## src/rtl/core/assert_macros.svh

```systemverilog
`ifndef ASSERT_MACROS_SVH
`define ASSERT_MACROS_SVH

// property holds at every edge outside reset
`define ASSERT_HOLDS(label, clk, rst, expr, msg) \
   label: assert property (@(posedge clk) disable iff (rst) (expr)) else $error(msg);

// condition in one cycle implies a consequence in the next
`define ASSERT_NEXT(label, clk, rst, ante, cons, msg) \
   label: assert property (@(posedge clk) disable iff (rst) (ante) |=> (cons)) else $error(msg);

`endif

```

## src/rtl/core/mbsrm_pkg.sv

```systemverilog
package mbsrm_pkg;

   localparam int HOLDING_COUNT_DEF  = 16;
   localparam int INPUT_COUNT_DEF    = 16;
   localparam int COIL_COUNT_DEF     = 16;
   localparam int DISCRETE_COUNT_DEF = 16;
   localparam int FRAME_BYTES_DEF    = 256;

   localparam int CSR_IW = 3;
   localparam int CSR_DW = 16;

   localparam logic [CSR_IW-1:0] CSR_SLAVE_ADDR    = 3'd0;
   localparam logic [CSR_IW-1:0] CSR_HOLDING_BASE  = 3'd1;
   localparam logic [CSR_IW-1:0] CSR_INPUT_BASE    = 3'd2;
   localparam logic [CSR_IW-1:0] CSR_COIL_BASE     = 3'd3;
   localparam logic [CSR_IW-1:0] CSR_DISCRETE_BASE = 3'd4;

   localparam logic [1:0] KIND_BYTE      = 2'd0;
   localparam logic [1:0] KIND_LOAD_REG  = 2'd1;
   localparam logic [1:0] KIND_LOAD_BITS = 2'd2;

   localparam logic [7:0] FC_READ_COILS    = 8'd1;
   localparam logic [7:0] FC_READ_DISCRETE = 8'd2;
   localparam logic [7:0] FC_READ_HOLDING  = 8'd3;
   localparam logic [7:0] FC_READ_INPUT    = 8'd4;
   localparam logic [7:0] FC_WRITE_COIL    = 8'd5;
   localparam logic [7:0] FC_WRITE_REG     = 8'd6;
   localparam logic [7:0] FC_WRITE_COILS   = 8'd15;
   localparam logic [7:0] FC_WRITE_REGS    = 8'd16;

   localparam logic [7:0] EXC_FUNCTION = 8'd1;
   localparam logic [7:0] EXC_ADDRESS  = 8'd2;
   localparam logic [7:0] EXC_COUNT    = 8'd3;
   localparam logic [7:0] EXC_FLAG     = 8'h80;

   localparam logic [15:0] MAX_READ_REGS  = 16'd125;
   localparam logic [15:0] MAX_WRITE_REGS = 16'd123;
   localparam logic [15:0] COIL_ON        = 16'hFF00;
   localparam logic [15:0] COIL_OFF       = 16'h0000;
   localparam int          DATA_START     = 7;

   typedef enum logic [2:0] {ST_IDLE, ST_EVAL, ST_READ, ST_APPLY, ST_EMIT} state_type;
   typedef enum logic [2:0] {RSP_NONE, RSP_EXC, RSP_ECHO, RSP_BITS, RSP_REGS} rsp_kind_type;
   typedef enum logic [2:0] {WR_NONE, WR_COIL, WR_REG, WR_COILS, WR_REGS} wr_op_type;

   typedef struct packed {
      logic take;
      logic eval;
      logic read;
      logic apply;
      logic emit;
      logic finish;
   } cmd_type;

   typedef struct packed {
      logic close;
      logic read_done;
      logic emit_done;
   } status_type;

endpackage

```

## src/rtl/core/mbsrm_ctrl.sv

```systemverilog
module mbsrm_ctrl
   import mbsrm_pkg::*;
(
   input  logic       clock,
   input  logic       reset,
   input  status_type status,
   output cmd_type    cmd
);

   state_type state_ff, state_in;

   always_ff @(posedge clock) begin
      if (reset) begin
         state_ff <= ST_IDLE;
      end else begin
         state_ff <= state_in;
      end
   end

   always_comb begin
      state_in = state_ff;
      unique case (state_ff)
         ST_IDLE: begin
            if (status.close) state_in = ST_EVAL;
         end
         ST_EVAL:  state_in = ST_READ;
         ST_READ: begin
            if (status.read_done) state_in = ST_APPLY;
         end
         ST_APPLY: state_in = ST_EMIT;
         ST_EMIT: begin
            if (status.emit_done) state_in = ST_IDLE;
         end
         default:  state_in = ST_IDLE;
      endcase
   end

   always_comb begin
      cmd = '0;
      unique case (state_ff)
         ST_IDLE:  cmd.take  = 1'b1;
         ST_EVAL:  cmd.eval  = 1'b1;
         ST_READ:  cmd.read  = 1'b1;
         ST_APPLY: cmd.apply = 1'b1;
         ST_EMIT: begin
            cmd.emit   = 1'b1;
            cmd.finish = status.emit_done;
         end
         default:  cmd = '0;
      endcase
   end

endmodule

```

## src/rtl/core/mbsrm_dp.sv

```systemverilog
module mbsrm_dp
   import mbsrm_pkg::*;
#(
   parameter int HOLDING_COUNT  = HOLDING_COUNT_DEF,
   parameter int INPUT_COUNT    = INPUT_COUNT_DEF,
   parameter int COIL_COUNT     = COIL_COUNT_DEF,
   parameter int DISCRETE_COUNT = DISCRETE_COUNT_DEF,
   parameter int FRAME_BYTES    = FRAME_BYTES_DEF
) (
   input  logic              clock,
   input  logic              reset,
   input  cmd_type           cmd,
   output status_type        status,
   input  logic              csr_we,
   input  logic [CSR_IW-1:0] csr_index,
   input  logic [CSR_DW-1:0] csr_data,
   input  logic              req_tvalid,
   input  logic [31:0]       req_tdata,
   input  logic [1:0]        req_tuser,
   input  logic              req_tlast,
   output logic              rsp_tvalid,
   input  logic              rsp_tready,
   output logic [7:0]        rsp_tdata,
   output logic              rsp_tuser,
   output logic              rsp_tlast
);

   localparam int FAW = $clog2(FRAME_BYTES);
   localparam int LW  = FAW + 1;
   localparam int HIW = (HOLDING_COUNT > 1) ? $clog2(HOLDING_COUNT) : 1;
   localparam int IIW = (INPUT_COUNT > 1) ? $clog2(INPUT_COUNT) : 1;

   logic [7:0]  rx_byte;
   logic [4:0]  reg_index;
   logic [15:0] load_value;
   logic        accept;

   assign rx_byte    = req_tdata[7:0];
   assign reg_index  = req_tdata[12:8];
   assign load_value = req_tdata[28:13];
   assign accept     = req_tvalid && cmd.take;

   logic [7:0]  slave_addr_ff;
   logic [15:0] holding_base_ff, input_base_ff, coil_base_ff, discrete_base_ff;

   logic [7:0]  frame_mem [FRAME_BYTES];
   logic [7:0]  mem_q_ff;
   logic [LW-1:0] len_ff;
   logic [7:0]  hdr_ff [6];
   logic [7:0]  rxb [6];

   logic [15:0] holding_ff [HOLDING_COUNT];
   logic [15:0] input_ff [INPUT_COUNT];
   logic [COIL_COUNT-1:0]     coil_ff;
   logic [DISCRETE_COUNT-1:0] discrete_ff;

   rsp_kind_type rsp_kind_ff, ev_kind;
   wr_op_type    wr_op_ff, ev_wr;
   logic [7:0]   exc_code_ff, ev_code, fc_ff;
   logic [6:0]   tx_len_ff, ev_len, rd_cnt_ff, ev_cnt, k_ff, ptr_ff;
   logic [4:0]   off_ff;
   logic [5:0]   n_ff;
   logic [15:0]  val_ff;

   // ---- config
   always_ff @(posedge clock) begin
      if (reset) begin
         slave_addr_ff    <= 8'd1;
         holding_base_ff  <= '0;
         input_base_ff    <= '0;
         coil_base_ff     <= '0;
         discrete_base_ff <= '0;
      end else if (csr_we) begin
         case (csr_index)
            CSR_SLAVE_ADDR:    slave_addr_ff    <= csr_data[7:0];
            CSR_HOLDING_BASE:  holding_base_ff  <= csr_data;
            CSR_INPUT_BASE:    input_base_ff    <= csr_data;
            CSR_COIL_BASE:     coil_base_ff     <= csr_data;
            CSR_DISCRETE_BASE: discrete_base_ff <= csr_data;
            default: ;
         endcase
      end
   end

   // ---- frame capture
   logic take_byte, store_byte;
   assign take_byte  = accept && (req_tuser == KIND_BYTE);
   assign store_byte = take_byte && (len_ff < LW'(FRAME_BYTES));
   assign status.close = take_byte && req_tlast;

   always_ff @(posedge clock) begin
      if (store_byte) frame_mem[len_ff[FAW-1:0]] <= rx_byte;
   end

   always_ff @(posedge clock) begin
      if (store_byte && (len_ff < LW'(6))) hdr_ff[len_ff[2:0]] <= rx_byte;
   end

   always_ff @(posedge clock) begin
      if (reset || cmd.finish) begin
         len_ff <= '0;
      end else if (store_byte) begin
         len_ff <= len_ff + LW'(1);
      end
   end

   always_comb begin
      for (int i = 0; i < 6; i++) begin
         rxb[i] = (len_ff > LW'(i)) ? hdr_ff[i] : 8'h00;
      end
   end

   // ---- request decode
   logic [7:0]  fc;
   logic [15:0] start, n, base, lim, off_w;
   logic [16:0] size, n_eff;
   logic        known, cnt_chk, count_bad, range_ok;
   rsp_kind_type ok_kind;
   wr_op_type    ok_wr;

   always_comb begin
      fc      = rxb[1];
      start   = {rxb[2], rxb[3]};
      n       = {rxb[4], rxb[5]};
      known   = 1'b1;
      cnt_chk = 1'b1;
      n_eff   = {1'b0, n};
      base    = holding_base_ff;
      size    = 17'(HOLDING_COUNT);
      lim     = MAX_READ_REGS;
      ok_kind = RSP_ECHO;
      ok_wr   = WR_NONE;
      unique case (fc)
         FC_READ_COILS: begin
            base = coil_base_ff; size = 17'(COIL_COUNT); lim = 16'(COIL_COUNT);
            ok_kind = RSP_BITS;
         end
         FC_READ_DISCRETE: begin
            base = discrete_base_ff; size = 17'(DISCRETE_COUNT);
            lim = 16'(DISCRETE_COUNT); ok_kind = RSP_BITS;
         end
         FC_READ_HOLDING: ok_kind = RSP_REGS;
         FC_READ_INPUT: begin
            base = input_base_ff; size = 17'(INPUT_COUNT); ok_kind = RSP_REGS;
         end
         FC_WRITE_COIL: begin
            base = coil_base_ff; size = 17'(COIL_COUNT); cnt_chk = 1'b0;
            n_eff = 17'd1; ok_wr = WR_COIL;
         end
         FC_WRITE_REG: begin
            cnt_chk = 1'b0; n_eff = 17'd1; ok_wr = WR_REG;
         end
         FC_WRITE_COILS: begin
            base = coil_base_ff; size = 17'(COIL_COUNT); lim = 16'(COIL_COUNT);
            ok_wr = WR_COILS;
         end
         FC_WRITE_REGS: begin
            lim = MAX_WRITE_REGS; ok_wr = WR_REGS;
         end
         default: known = 1'b0;
      endcase
      count_bad = cnt_chk && ((n == 16'd0) || (n > lim));
      range_ok  = (start >= base) && (({1'b0, start} + n_eff) <= ({1'b0, base} + size));
      off_w     = start - base;
   end

   always_comb begin
      ev_kind = RSP_EXC;
      ev_wr   = WR_NONE;
      ev_code = EXC_FUNCTION;
      ev_len  = 7'd3;
      ev_cnt  = '0;
      if (rxb[0] != slave_addr_ff) begin
         ev_kind = RSP_NONE;
         ev_len  = '0;
      end else if (!known) begin
         ev_code = EXC_FUNCTION;
      end else if (count_bad) begin
         ev_code = EXC_COUNT;
      end else if (!range_ok) begin
         ev_code = EXC_ADDRESS;
      end else begin
         ev_kind = ok_kind;
         ev_wr   = ok_wr;
         case (ok_kind)
            RSP_BITS: ev_len = (n[5:0] > 6'd8) ? 7'd5 : 7'd4;
            RSP_REGS: ev_len = 7'd3 + {n[5:0], 1'b0};
            default:  ev_len = 7'd6;
         endcase
         case (ok_wr)
            WR_COILS: ev_cnt = 7'd2;
            WR_REGS:  ev_cnt = {n[5:0], 1'b0};
            default:  ev_cnt = '0;
         endcase
      end
   end

   always_ff @(posedge clock) begin
      if (reset) begin
         rsp_kind_ff <= RSP_NONE;
         wr_op_ff    <= WR_NONE;
         tx_len_ff   <= '0;
         rd_cnt_ff   <= '0;
      end else if (cmd.eval) begin
         rsp_kind_ff <= ev_kind;
         wr_op_ff    <= ev_wr;
         tx_len_ff   <= ev_len;
         rd_cnt_ff   <= ev_cnt;
      end
   end

   always_ff @(posedge clock) begin
      if (cmd.eval) begin
         exc_code_ff <= ev_code;
         fc_ff       <= fc;
         off_ff      <= off_w[4:0];
         n_ff        <= n[5:0];
         val_ff      <= n;
      end
   end

   // ---- data bytes of multiple writes
   logic [8:0] rd_addr;
   logic       issue, pend_ff, inr_ff;
   logic [6:0] j_ff;
   logic [7:0] rd_byte, hi_ff;
   logic [15:0] acc_ff;

   assign rd_addr = 9'(DATA_START) + 9'(ptr_ff);
   assign issue   = cmd.read && (ptr_ff < rd_cnt_ff);
   assign rd_byte = inr_ff ? mem_q_ff : 8'h00;
   assign status.read_done = !pend_ff && (ptr_ff == rd_cnt_ff);

   always_ff @(posedge clock) begin
      mem_q_ff <= frame_mem[rd_addr[FAW-1:0]];
      j_ff     <= ptr_ff;
      inr_ff   <= rd_addr < 9'(len_ff);
   end

   always_ff @(posedge clock) begin
      if (reset || cmd.eval) begin
         ptr_ff  <= '0;
         pend_ff <= 1'b0;
      end else begin
         pend_ff <= issue;
         if (issue) ptr_ff <= ptr_ff + 7'd1;
      end
   end

   always_ff @(posedge clock) begin
      if (pend_ff) begin
         if (!j_ff[0]) hi_ff <= rd_byte;
         if (j_ff[0]) acc_ff[15:8] <= rd_byte;
         else acc_ff[7:0] <= rd_byte;
      end
   end

   // ---- tables
   logic [5:0]  wr_idx;
   logic [31:0] cmask, cnew;

   assign wr_idx = 6'(off_ff) + j_ff[6:1];
   assign cmask  = ((32'd1 << n_ff) - 32'd1) << off_ff;
   assign cnew   = (32'(coil_ff) & ~cmask) | ((32'(acc_ff) << off_ff) & cmask);

   always_ff @(posedge clock) begin
      if (reset) begin
         for (int i = 0; i < HOLDING_COUNT; i++) holding_ff[i] <= '0;
      end else if (pend_ff && j_ff[0] && (wr_op_ff == WR_REGS)) begin
         holding_ff[wr_idx[HIW-1:0]] <= {hi_ff, rd_byte};
      end else if (cmd.apply && (wr_op_ff == WR_REG)) begin
         holding_ff[off_ff[HIW-1:0]] <= val_ff;
      end
   end

   always_ff @(posedge clock) begin
      if (reset) begin
         for (int i = 0; i < INPUT_COUNT; i++) input_ff[i] <= '0;
      end else if (accept && (req_tuser == KIND_LOAD_REG) && (reg_index < 5'(INPUT_COUNT)))
      begin
         input_ff[reg_index[IIW-1:0]] <= load_value;
      end
   end

   always_ff @(posedge clock) begin
      if (reset) begin
         discrete_ff <= '0;
      end else if (accept && (req_tuser == KIND_LOAD_BITS)) begin
         discrete_ff <= load_value[DISCRETE_COUNT-1:0];
      end
   end

   always_ff @(posedge clock) begin
      if (reset) begin
         coil_ff <= '0;
      end else if (cmd.apply) begin
         if (wr_op_ff == WR_COILS) begin
            coil_ff <= cnew[COIL_COUNT-1:0];
         end else if (wr_op_ff == WR_COIL) begin
            if (val_ff == COIL_ON) coil_ff <= coil_ff | COIL_COUNT'(32'd1 << off_ff);
            else if (val_ff == COIL_OFF) coil_ff <= coil_ff & ~COIL_COUNT'(32'd1 << off_ff);
         end
      end
   end

   // ---- response bytes
   logic [6:0]  idx;
   logic [5:0]  rd_idx;
   logic [15:0] reg_word, bits16, bmask, bval;
   logic [7:0]  out_byte;
   logic        load, ov_ff;

   assign idx    = k_ff - 7'd3;
   assign rd_idx = 6'(off_ff) + idx[6:1];
   assign bits16 = (fc_ff == FC_READ_COILS) ? 16'(coil_ff) : 16'(discrete_ff);
   assign bmask  = 16'((17'd1 << n_ff) - 17'd1);
   assign bval   = (bits16 >> off_ff) & bmask;
   assign reg_word = (fc_ff == FC_READ_HOLDING) ? holding_ff[rd_idx[HIW-1:0]]
                                                : input_ff[rd_idx[IIW-1:0]];

   always_comb begin
      out_byte = 8'h00;
      case (rsp_kind_ff)
         RSP_EXC:  out_byte = (k_ff == 7'd1) ? (fc_ff | EXC_FLAG) : exc_code_ff;
         RSP_ECHO: out_byte = (k_ff < 7'd6) ? rxb[k_ff[2:0]] : 8'h00;
         RSP_BITS: begin
            if (k_ff == 7'd1) out_byte = fc_ff;
            else if (k_ff == 7'd2) out_byte = 8'(tx_len_ff - 7'd3);
            else if (k_ff == 7'd3) out_byte = bval[7:0];
            else out_byte = bval[15:8];
         end
         RSP_REGS: begin
            if (k_ff == 7'd1) out_byte = fc_ff;
            else if (k_ff == 7'd2) out_byte = {1'b0, n_ff, 1'b0};
            else out_byte = idx[0] ? reg_word[7:0] : reg_word[15:8];
         end
         default:  out_byte = 8'h00;
      endcase
      if (k_ff == 7'd0) out_byte = slave_addr_ff;
   end

   assign load = cmd.emit && (k_ff < tx_len_ff) && (!ov_ff || rsp_tready);
   assign status.emit_done = (k_ff == tx_len_ff);

   always_ff @(posedge clock) begin
      if (reset || cmd.eval) begin
         k_ff <= '0;
      end else if (load) begin
         k_ff <= k_ff + 7'd1;
      end
   end

   always_ff @(posedge clock) begin
      if (reset) begin
         ov_ff <= 1'b0;
      end else if (load) begin
         ov_ff <= 1'b1;
      end else if (rsp_tready) begin
         ov_ff <= 1'b0;
      end
   end

   always_ff @(posedge clock) begin
      if (load) begin
         rsp_tdata <= out_byte;
         rsp_tlast <= (k_ff == tx_len_ff - 7'd1);
         rsp_tuser <= (rsp_kind_ff == RSP_EXC);
      end
   end

   assign rsp_tvalid = ov_ff;

`include "assert_macros.svh"

   `ASSERT_HOLDS(a_emit_bound, clock, reset, k_ff <= tx_len_ff, "byte count past response length")
   `ASSERT_HOLDS(a_read_bound, clock, reset, ptr_ff <= rd_cnt_ff, "frame read past data length")
   `ASSERT_NEXT(a_len_clear, clock, reset, cmd.finish, len_ff == '0, "frame not cleared at end")

endmodule

```

## src/rtl/core/modbus_slave_register_map.sv

```systemverilog
// Request words and table loads: one word per cycle while the frame engine is idle.
// Frame end: req_tready stays low through evaluation, the data byte reads of functions
// 15 and 16 (one frame memory read a cycle), the table update and the response.
// A low rsp_tready stalls the response phase.
// Reset is synchronous, active high: clears tables, config and control; the
// frame memory is not cleared.
module modbus_slave_register_map
   import mbsrm_pkg::*;
#(
   parameter int HOLDING_COUNT  = HOLDING_COUNT_DEF,
   parameter int INPUT_COUNT    = INPUT_COUNT_DEF,
   parameter int COIL_COUNT     = COIL_COUNT_DEF,
   parameter int DISCRETE_COUNT = DISCRETE_COUNT_DEF,
   parameter int FRAME_BYTES    = FRAME_BYTES_DEF
) (
   input  logic              clock,
   input  logic              reset,
   input  logic              csr_we,
   input  logic [CSR_IW-1:0] csr_index,
   input  logic [CSR_DW-1:0] csr_data,
   input  logic              req_tvalid,
   output logic              req_tready,
   input  logic [31:0]       req_tdata,  // rx_byte, reg_index, load_value
   input  logic [1:0]        req_tuser,  // kind
   input  logic              req_tlast,
   output logic              rsp_tvalid,
   input  logic              rsp_tready,
   output logic [7:0]        rsp_tdata,  // tx_byte
   output logic              rsp_tuser,  // is_exception
   output logic              rsp_tlast
);

   cmd_type    cmd;
   status_type status;

   assign req_tready = cmd.take;

   mbsrm_ctrl u_ctrl (
      .clock  (clock),
      .reset  (reset),
      .status (status),
      .cmd    (cmd)
   );

   mbsrm_dp #(
      .HOLDING_COUNT  (HOLDING_COUNT),
      .INPUT_COUNT    (INPUT_COUNT),
      .COIL_COUNT     (COIL_COUNT),
      .DISCRETE_COUNT (DISCRETE_COUNT),
      .FRAME_BYTES    (FRAME_BYTES)
   ) u_dp (
      .clock      (clock),
      .reset      (reset),
      .cmd        (cmd),
      .status     (status),
      .csr_we     (csr_we),
      .csr_index  (csr_index),
      .csr_data   (csr_data),
      .req_tvalid (req_tvalid),
      .req_tdata  (req_tdata),
      .req_tuser  (req_tuser),
      .req_tlast  (req_tlast),
      .rsp_tvalid (rsp_tvalid),
      .rsp_tready (rsp_tready),
      .rsp_tdata  (rsp_tdata),
      .rsp_tuser  (rsp_tuser),
      .rsp_tlast  (rsp_tlast)
   );

endmodule

```

## config.mk

```make
export PLATFORM = sky130hd
export DESIGN_NAME = modbus_slave_register_map
export DESIGN_NICKNAME = d
export VERILOG_FILES = /design/src/rtl/core/mbsrm_pkg.sv /design/src/rtl/core/mbsrm_ctrl.sv /design/src/rtl/core/mbsrm_dp.sv /design/src/rtl/core/modbus_slave_register_map.sv
export VERILOG_INCLUDE_DIRS = /design/src /design/src/rtl/core
export SDC_FILE = /design/constraint.sdc
export NUM_CORES = 2
export LEC_CHECK = 0
export BUFFER_PORTS_ARGS = -buffer_cell sky130_fd_sc_hd__buf_2
export CORE_MARGIN = 1.5
export CORE_UTILIZATION = 30
export DETAILED_ROUTE_END_ITERATION = 10
export PLACE_DENSITY_LB_ADDON = 0.25
export RECOVER_POWER = 50
export SYNTH_ARGS = -nofsm -noshare
export SYNTH_HDL_FRONTEND = slang
export SYNTH_HIERARCHICAL = 1
export SYNTH_SLANG_ARGS = --single-unit
```

## constraint.sdc

```tcl
create_clock -name clock -period 6.9 [get_ports clock]
set_input_delay 1.38 -clock clock [delete_from_list [all_inputs] [get_ports clock]]
set_output_delay 1.38 -clock clock [all_outputs]
set_load 0.05 [all_outputs]
```

# ---- Yosys cells after proc, flatten, opt, wreduce, memory -nomap -nowiden
# Memory sizes are Yosys's and may differ from the RTL's. A register that Yosys moved wholly into a read port is not among the register bits.
# Index checks and enable logic that the tools add are counted.
dict set report classes {
  n_bitwise 11
  n_mux 90
  magnitude_cmp 18
  add_sub_neg 15
  shifts 6
  reduce_logical 52
  n_eq_ne 43
}
# operator n
set op_table {}
lappend op_table {{two-way mux 16 bit} 10}
lappend op_table {{two-way mux 8 bit} 18}
lappend op_table {{bitwise AND 16 bit} 4}
lappend op_table {{two-way mux 7 bit} 8}
lappend op_table {{one-hot mux 16 bit (3 select lines)} 1}
lappend op_table {{OR reduction 16 bit} 3}
lappend op_table {{one-hot mux 7 bit (2 select lines)} 3}
lappend op_table {{two-way mux 3 bit} 11}
lappend op_table {{zero test 16 bit} 2}
lappend op_table {{inverter 16 bit} 2}
lappend op_table {{bitwise OR 16 bit} 2}
lappend op_table {{one-hot mux 8 bit (4 select lines)} 1}
lappend op_table {{left shift 1 x 6 -> 32 bit (first input constant)} 1}
lappend op_table {{left shift 32 x 5 -> 16 bit} 1}
lappend op_table {{subtractor 32 x 1 -> 32 bit (second input constant)} 1}
lappend op_table {{equality test 3 x 2 -> 1 bit (second input constant)} 10}
lappend op_table {{two-way mux 1 bit} 28}
lappend op_table {{binary-select mux 8 bit (select 3 bit)} 1}
lappend op_table {{equality test 8 x 2 -> 1 bit (second input constant)} 3}
lappend op_table {{equality test 8 x 3 -> 1 bit (second input constant)} 3}
lappend op_table {{equality test 7 bit} 3}
lappend op_table {{equality test 3 bit (second input constant)} 6}
lappend op_table {{greater-than comparator 9 x 1 -> 1 bit (second input constant)} 2}
lappend op_table {{greater-than comparator 9 x 2 -> 1 bit (second input constant)} 2}
lappend op_table {{60 further kinds} 109}
dict set report totals {
  wordCells 269
  reg_bits 227
  memories 4
  out_inout_bits 12
  mem_bits_rw 2608
}
# memory depth word_bits rd rd_ports_with_merged_regs wr line_no
set memory_table {}
lappend memory_table {u_dp.frame_mem 256 8 1 1 1 mbsrm_dp.sv:46} ;# logic [7:0] frame_mem [FRAME_BYTES];
lappend memory_table {u_dp.holding_ff 16 16 1 0 16 mbsrm_dp.sv:52} ;# logic [15:0] holding_ff [HOLDING_COUNT];
lappend memory_table {u_dp.input_ff 16 16 1 0 16 mbsrm_dp.sv:53} ;# logic [15:0] input_ff [INPUT_COUNT];
lappend memory_table {u_dp.hdr_ff 6 8 6 0 1 mbsrm_dp.sv:49} ;# logic [7:0] hdr_ff [6];

# ---- Logic depth before layout (Yosys ltp)
dict set report logic_depth {
  word_depth 12
  depth_mapped 29
  depth_no_buf 25
}

# ---- Cells and area by module
# Netlist, hierarchy kept.
# mod cells_per_inst n_inst area_each_um2 seq_area_each_um2
set modules_own_cells {}
lappend modules_own_cells {mbsrm_dp 6988 1 119692.3 83269.9}
lappend modules_own_cells {mbsrm_ctrl 23 1 206.4 60.1}

# ---- Worst setup path before layout
# No wires, ideal clock.
dict set report synth_path {
  kind {register -> register}
  start {reg u_dp.len_ff[1]}
  end {reg u_dp.rd_cnt_ff[1]}
  setup_time_ps 87
  synth_period_minus_slack_ps 5991
  required_time_ps 6813
  path_stages_with_launch 30
  path_slack_ps 909
  arrival_ps 5904
  path_buffers 5
  path_cell_list {dfxtp_1 -> inv_1 -> ha_1 -> clkbuf_1 -> o21bai_1 -> a311oi_2 -> buf_4 -> and2_1 -> buf_2 -> clkbuf_1 -> nor2_1 -> fa_1 -> a21o_1 -> a21oi_1 -> o21ai_0 -> nand2_1 -> o21ai_0 -> o41ai_1 -> o211a_1 -> xnor2_1 -> ha_1 -> a21o_1 -> a21o_1 -> a21oi_1 -> o21a_1 -> a21oi_1 -> a311oi_1 -> nand3_1 -> buf_2 -> o31ai_1}
}
dict set report synth_via {
  elab_chain_len 12
}
# item line_no
set synth_lines {}
lappend synth_lines {{start, declared} mbsrm_dp.sv:48} ;# logic [LW-1:0] len_ff;
lappend synth_lines {{start signal, assigned} mbsrm_dp.sv:103} ;# len_ff <= len_ff + LW'(1);
lappend synth_lines {{greater-than comparator 9 x 1 -> 1 bit} mbsrm_dp.sv:109} ;# rxb[i] = (len_ff > LW'(i)) ? hdr_ff[i] : 8'h00;
lappend synth_lines {{two-way mux 8 bit} mbsrm_dp.sv:109}
lappend synth_lines {{equality test 8 x 1 -> 1 bit, or another cell as far along} mbsrm_dp.sv:133} ;# unique case (fc)
lappend synth_lines {{OR reduction 3 bit (no line) / OR reduction 2 bit (equally long branches)} --}
lappend synth_lines {{one-hot mux 16 bit (3 select lines) / two-way mux 16 bit (equally long branches)} mbsrm_dp.sv:133}
lappend synth_lines {{adder 16 x 5 -> 17 bit / adder 16 x 16 -> 17 bit (equally long branches)} mbsrm_dp.sv:163} ;# range_ok = (start >= base) && (({1'b0, start} + n_eff) <= ({1'b0, base} + size));
lappend synth_lines {{less-or-equal comparator 17 bit} mbsrm_dp.sv:163}
lappend synth_lines {{logical AND 1 bit} mbsrm_dp.sv:163}
lappend synth_lines {{two-way mux 7 bit} mbsrm_dp.sv:180} ;# end else if (!range_ok) begin
lappend synth_lines {{two-way mux 7 bit} mbsrm_dp.sv:178} ;# end else if (count_bad) begin
lappend synth_lines {{two-way mux 7 bit} mbsrm_dp.sv:176} ;# end else if (!known) begin
lappend synth_lines {{two-way mux 7 bit *} mbsrm_dp.sv:173} ;# if (rxb[0] != slave_addr_ff) begin
lappend synth_lines {{end signal, assigned} mbsrm_dp.sv:208} ;# rd_cnt_ff <= ev_cnt;
lappend synth_lines {{end, declared} mbsrm_dp.sv:60} ;# logic [6:0] tx_len_ff, ev_len, rd_cnt_ff, ev_cnt, k_ff, ptr_ff;
# Every way passes the cells marked *; elsewhere a longest branch is shown, timed or not.
# A chain may end at the register's enable or synchronous reset.

# ---- Worst setup path in the final report
dict set report layout_path {
  start {reg u_dp.len_ff[1]}
  end {reg u_dp.tx_len_ff[2]}
}
dict set report layout_via {
  elab_chain_len 12
}
# item line_no
set layout_lines {}
lappend layout_lines {{greater-than comparator 9 x 1 -> 1 bit} mbsrm_dp.sv:109}
lappend layout_lines {{two-way mux 8 bit} mbsrm_dp.sv:109}
lappend layout_lines {{equality test 8 x 1 -> 1 bit, or another cell as far along} mbsrm_dp.sv:133}
lappend layout_lines {{OR reduction 3 bit (no line) / OR reduction 2 bit (equally long branches)} --}
lappend layout_lines {{one-hot mux 16 bit (3 select lines) / two-way mux 16 bit (equally long branches)} mbsrm_dp.sv:133}
lappend layout_lines {{adder 16 x 5 -> 17 bit / adder 16 x 16 -> 17 bit (equally long branches)} mbsrm_dp.sv:163}
lappend layout_lines {{less-or-equal comparator 17 bit} mbsrm_dp.sv:163}
lappend layout_lines {{logical AND 1 bit} mbsrm_dp.sv:163}
lappend layout_lines {{two-way mux 7 bit} mbsrm_dp.sv:180}
lappend layout_lines {{two-way mux 7 bit} mbsrm_dp.sv:178}
lappend layout_lines {{two-way mux 7 bit} mbsrm_dp.sv:176}
lappend layout_lines {{two-way mux 7 bit *} mbsrm_dp.sv:173}
lappend layout_lines {{end signal, assigned} mbsrm_dp.sv:207} ;# tx_len_ff <= ev_len;
lappend layout_lines {{end, declared} mbsrm_dp.sv:60}
# Marked as above.

==> flow_metrics.tcl <==
set metrics [dict create \
    period_share 0.928 \
    tightest_slew_ns 6.26 \
    grt_max_degree 199 \
    critPathKind "reg -> reg" \
    cp_max_fo 16 \
    grt_pass1_wl_mm 484 \
    synth-compound-area-share 0.0327 \
    vias 65555 \
    clk_latency_ns 0.94 \
    critPathLaunchType "flop" \
    root_buffer "clkbuf_16" \
    final_cell_mix "edfxtp_1, mux4_2, nor2_1, nand2_1, clkbuf_16" \
    clock.fmax_ghz 0.156 \
    async_reset_ff_frac 0 \
    drtIter0Drc 6763 \
    synth_simple_gate_area_frac 0.0752 \
    dp.cells 12058 \
    critPathSlowestCell "dfxtp_1" \
    ff_latch_area_sq_mm 0.0833 \
    drt.antenna.violating_nets 0 \
    drive_gt1_frac 0.209 \
    synth_warnings 6 \
    synth_top_family_by_area "multiplexers" \
    synthAdderAreaFrac 0.0113 \
    setup-tns-final_ns 0 \
    drv_cap 14 \
    grtUsageTotal 0.164 \
    fin_worst_skew_ns 0.0652 \
    clkTransAtPathRegs_ns 0.06 \
    numCtsBuffers 311 \
    p_leak_nw 42.3 \
    drv_slew 1202 \
    core_sq_mm 0.397 \
    cts_tree "yes" \
    hold_ws_ns 0.456 \
    violations "max-capacitance violations, max-slew violations" \
    first_pass_iters 9 \
    final_cells 12629 \
    cts_hold_buf 0 \
    syn_inst 7011 \
    dp_slack_ns 0.371 \
    syn_nets 7176 \
    cp.required_ns 7.68 \
    initial_utilization 0.302 \
    synth_edf_count 2665 \
    antenna_found_initial 32 \
    ios 71 \
    fin_crit_ns 6.40 \
    ys_seq_area_frac 0.695 \
    ys_seq_elements 2830 \
    dieArea_sq_mm 0.403 \
    yosysUniqueCellTypes 99 \
    synth_top_flop_cell "edfxtp_1" \
    yosys.area_share.xor_xnor 0.00634 \
    setup_ws_ns 0.497 \
    h-tree-depth 5 \
    final_core_util 0.344 \
    syn2layout_area_growth_pct 14.0 \
    end_kind "flop" \
    drcViolationCount 0 \
    grt_setup_unrepaired "no" \
    overflow 0 \
    ir_drop_mv 0.194 \
    setup_viol 0 \
    cpPeakStageDelay_ns 0.48 \
    gp_congestion 0.884 \
    clkSinkCount 2830 \
    dp_hpwl_mm 210 \
    avgRoutedWirePerCell_microns 26.9 \
    grt_pass1_vias 65729 \
    cts.path.max_buffers 4 \
    syn_area_sq_mm 0.120 \
    vias_per_cell 5.19 \
    power.density_mw_per_mm2 265 \
    die_w_microns 635 \
    hold_class "reg -> reg" \
    layout_commonest_cell "edfxtp_1" \
    maxSlewHeadroom -3.18 \
    multi_input_area_sq_mm 0.0346 \
    synthMuxAreaShare 0.161 \
    die-height_microns 635 \
    fp-row-count 231 \
    worstPathArrival_ns 7.19 \
    fillCellCount 37522 \
    finalHoldViolCount 0 \
    drt_wl_total_mm 339 \
    port_buffers 67 \
    status "finished, violations left" \
    synth_area_per_cell_sq_um 17.1 \
    fin_nets 7296 \
]
## worst max-delay path: cells and delay by family (launching register included)
| kind | cells | cell delay, ns |
|---|---|---|
| xor gates and xnor gates | 1 | 0.13 |
| buffers and inverters | 4 | 0.80 |
| DFF | 1 | 0.48 |
| AOI/OAI and AO/OA | 15 | 3.37 |
| adders and majority gates | 3 | 0.93 |
| and+or+nand+nor | 4 | 0.56 |
## power breakdown
group          switching (mW)  internal, mW  leakage (nW)
clock network            7.04          9.33          4.86
logic                   0.645         0.202          11.5
registers              0.0511          18.9          26.0
total                    7.74          28.4          42.3
## stage by stage
step | total power, mW | area [sq um]
2_1_floorplan | 19.6 | 120000
3_3_place_gp | 20.1 | 127000
3_5_place_dp | 20.2 | 127000
4_1_cts | 36.6 | 137000
5_1_grt | 37.3 | 137000
6_report | 36.2 | 137000
## final timing paths
kind         slack (ns)                      from  cells after the start                        to
min                0.46  u_dp/discrete_base_ff[6]                      2  u_dp/discrete_base_ff[6]
min reg2reg        0.46  u_dp/discrete_base_ff[6]                      2  u_dp/discrete_base_ff[6]
max reg2reg        0.50            u_dp/len_ff[1]                     27         u_dp/tx_len_ff[2]
max                0.50            u_dp/len_ff[1]                     27         u_dp/tx_len_ff[2]
## synthesized netlist by cell type, drive strengths merged (15+ instances only)
cell type,number,area (sq um)
a211oi,33,253
a21o,20,150
a21oi,176,881
a22oi,25,188
a31oi,47,294
and2,319,2000
and3,38,239
buf,147,742
clkbuf,285,1070
dfxtp,165,3300
edfxtp,2665,80000
ha,102,1280
inv,91,342
mux2,15,169
mux2i,96,961
mux4,809,18200
nand2,566,2130
nand2b,21,134
nand3,94,470
nand4,26,169
nor2,679,2550
nor2b,22,138
nor3,72,370
nor4,24,199
o211ai,24,185
o21a,16,120
o21ai,114,571
o22ai,24,163
or3,19,119
xnor2,66,586
xor2,20,175
## registers in the layout (all words and copies together), names as in the netlist, 8 cells and up, named ones only
register	flops
u_dp/coil_base_ff	16
u_dp/fc_ff	8
u_dp/discrete_base_ff	16
u_dp/slave_addr_ff	8
u_dp/holding_ff	256
u_dp/frame_mem	2048
u_dp/holding_base_ff	16
u_dp/discrete_ff	16
u_dp/input_ff	256
u_dp/len_ff	9
u_dp/acc_ff	16
u_dp/input_base_ff	16
u_dp/hdr_ff	48
u_dp/val_ff	11
u_dp/rsp_tdata	8
u_dp/mem_q_ff	8
## cells by family after synthesis
logic type | count (synthesis)
muxes | 920
AOI/OAI and AO/OA | 604
DFF | 2830
adders and majority gates | 106
buffers and inverters | 527
xor gates and xnor gates | 86
and+or+nand+nor | 1938
## layout make-up
type                       count  area share
antenna                        3   0.0000549
clock buffer                 374      0.0597
clock inverter               192      0.0136
inverter                      95     0.00261
multi-input combinational   3654       0.253
sequential                  2830       0.610
tap                         5242      0.0480
timing repair buffer         239      0.0129
## per-layer routing
| layer | global-route usage | vias to the layer above | part of all wire |
|---|---|---|---|
| met5 | 0 | - | 0.00022 |
| met3 | 0.0271 | 482 | 0.065 |
| met1 | 0.228 | 34928 | 0.43 |
| li1 | - | 27914 | - |
| met4 | 0.0434 | 10 | 0.027 |
| met2 | 0.266 | 2221 | 0.48 |
## what timing repair did
| action | CTS | global route |
|---|---|---|
| setup endpoints to repair | 0 | 2 |
| endpoints found under the hold margin | 0 | 0 |
| setup buffers | 0 | 2 |
| resized for setup | 0 | 1 |
(Power assumes the default switching activity.)
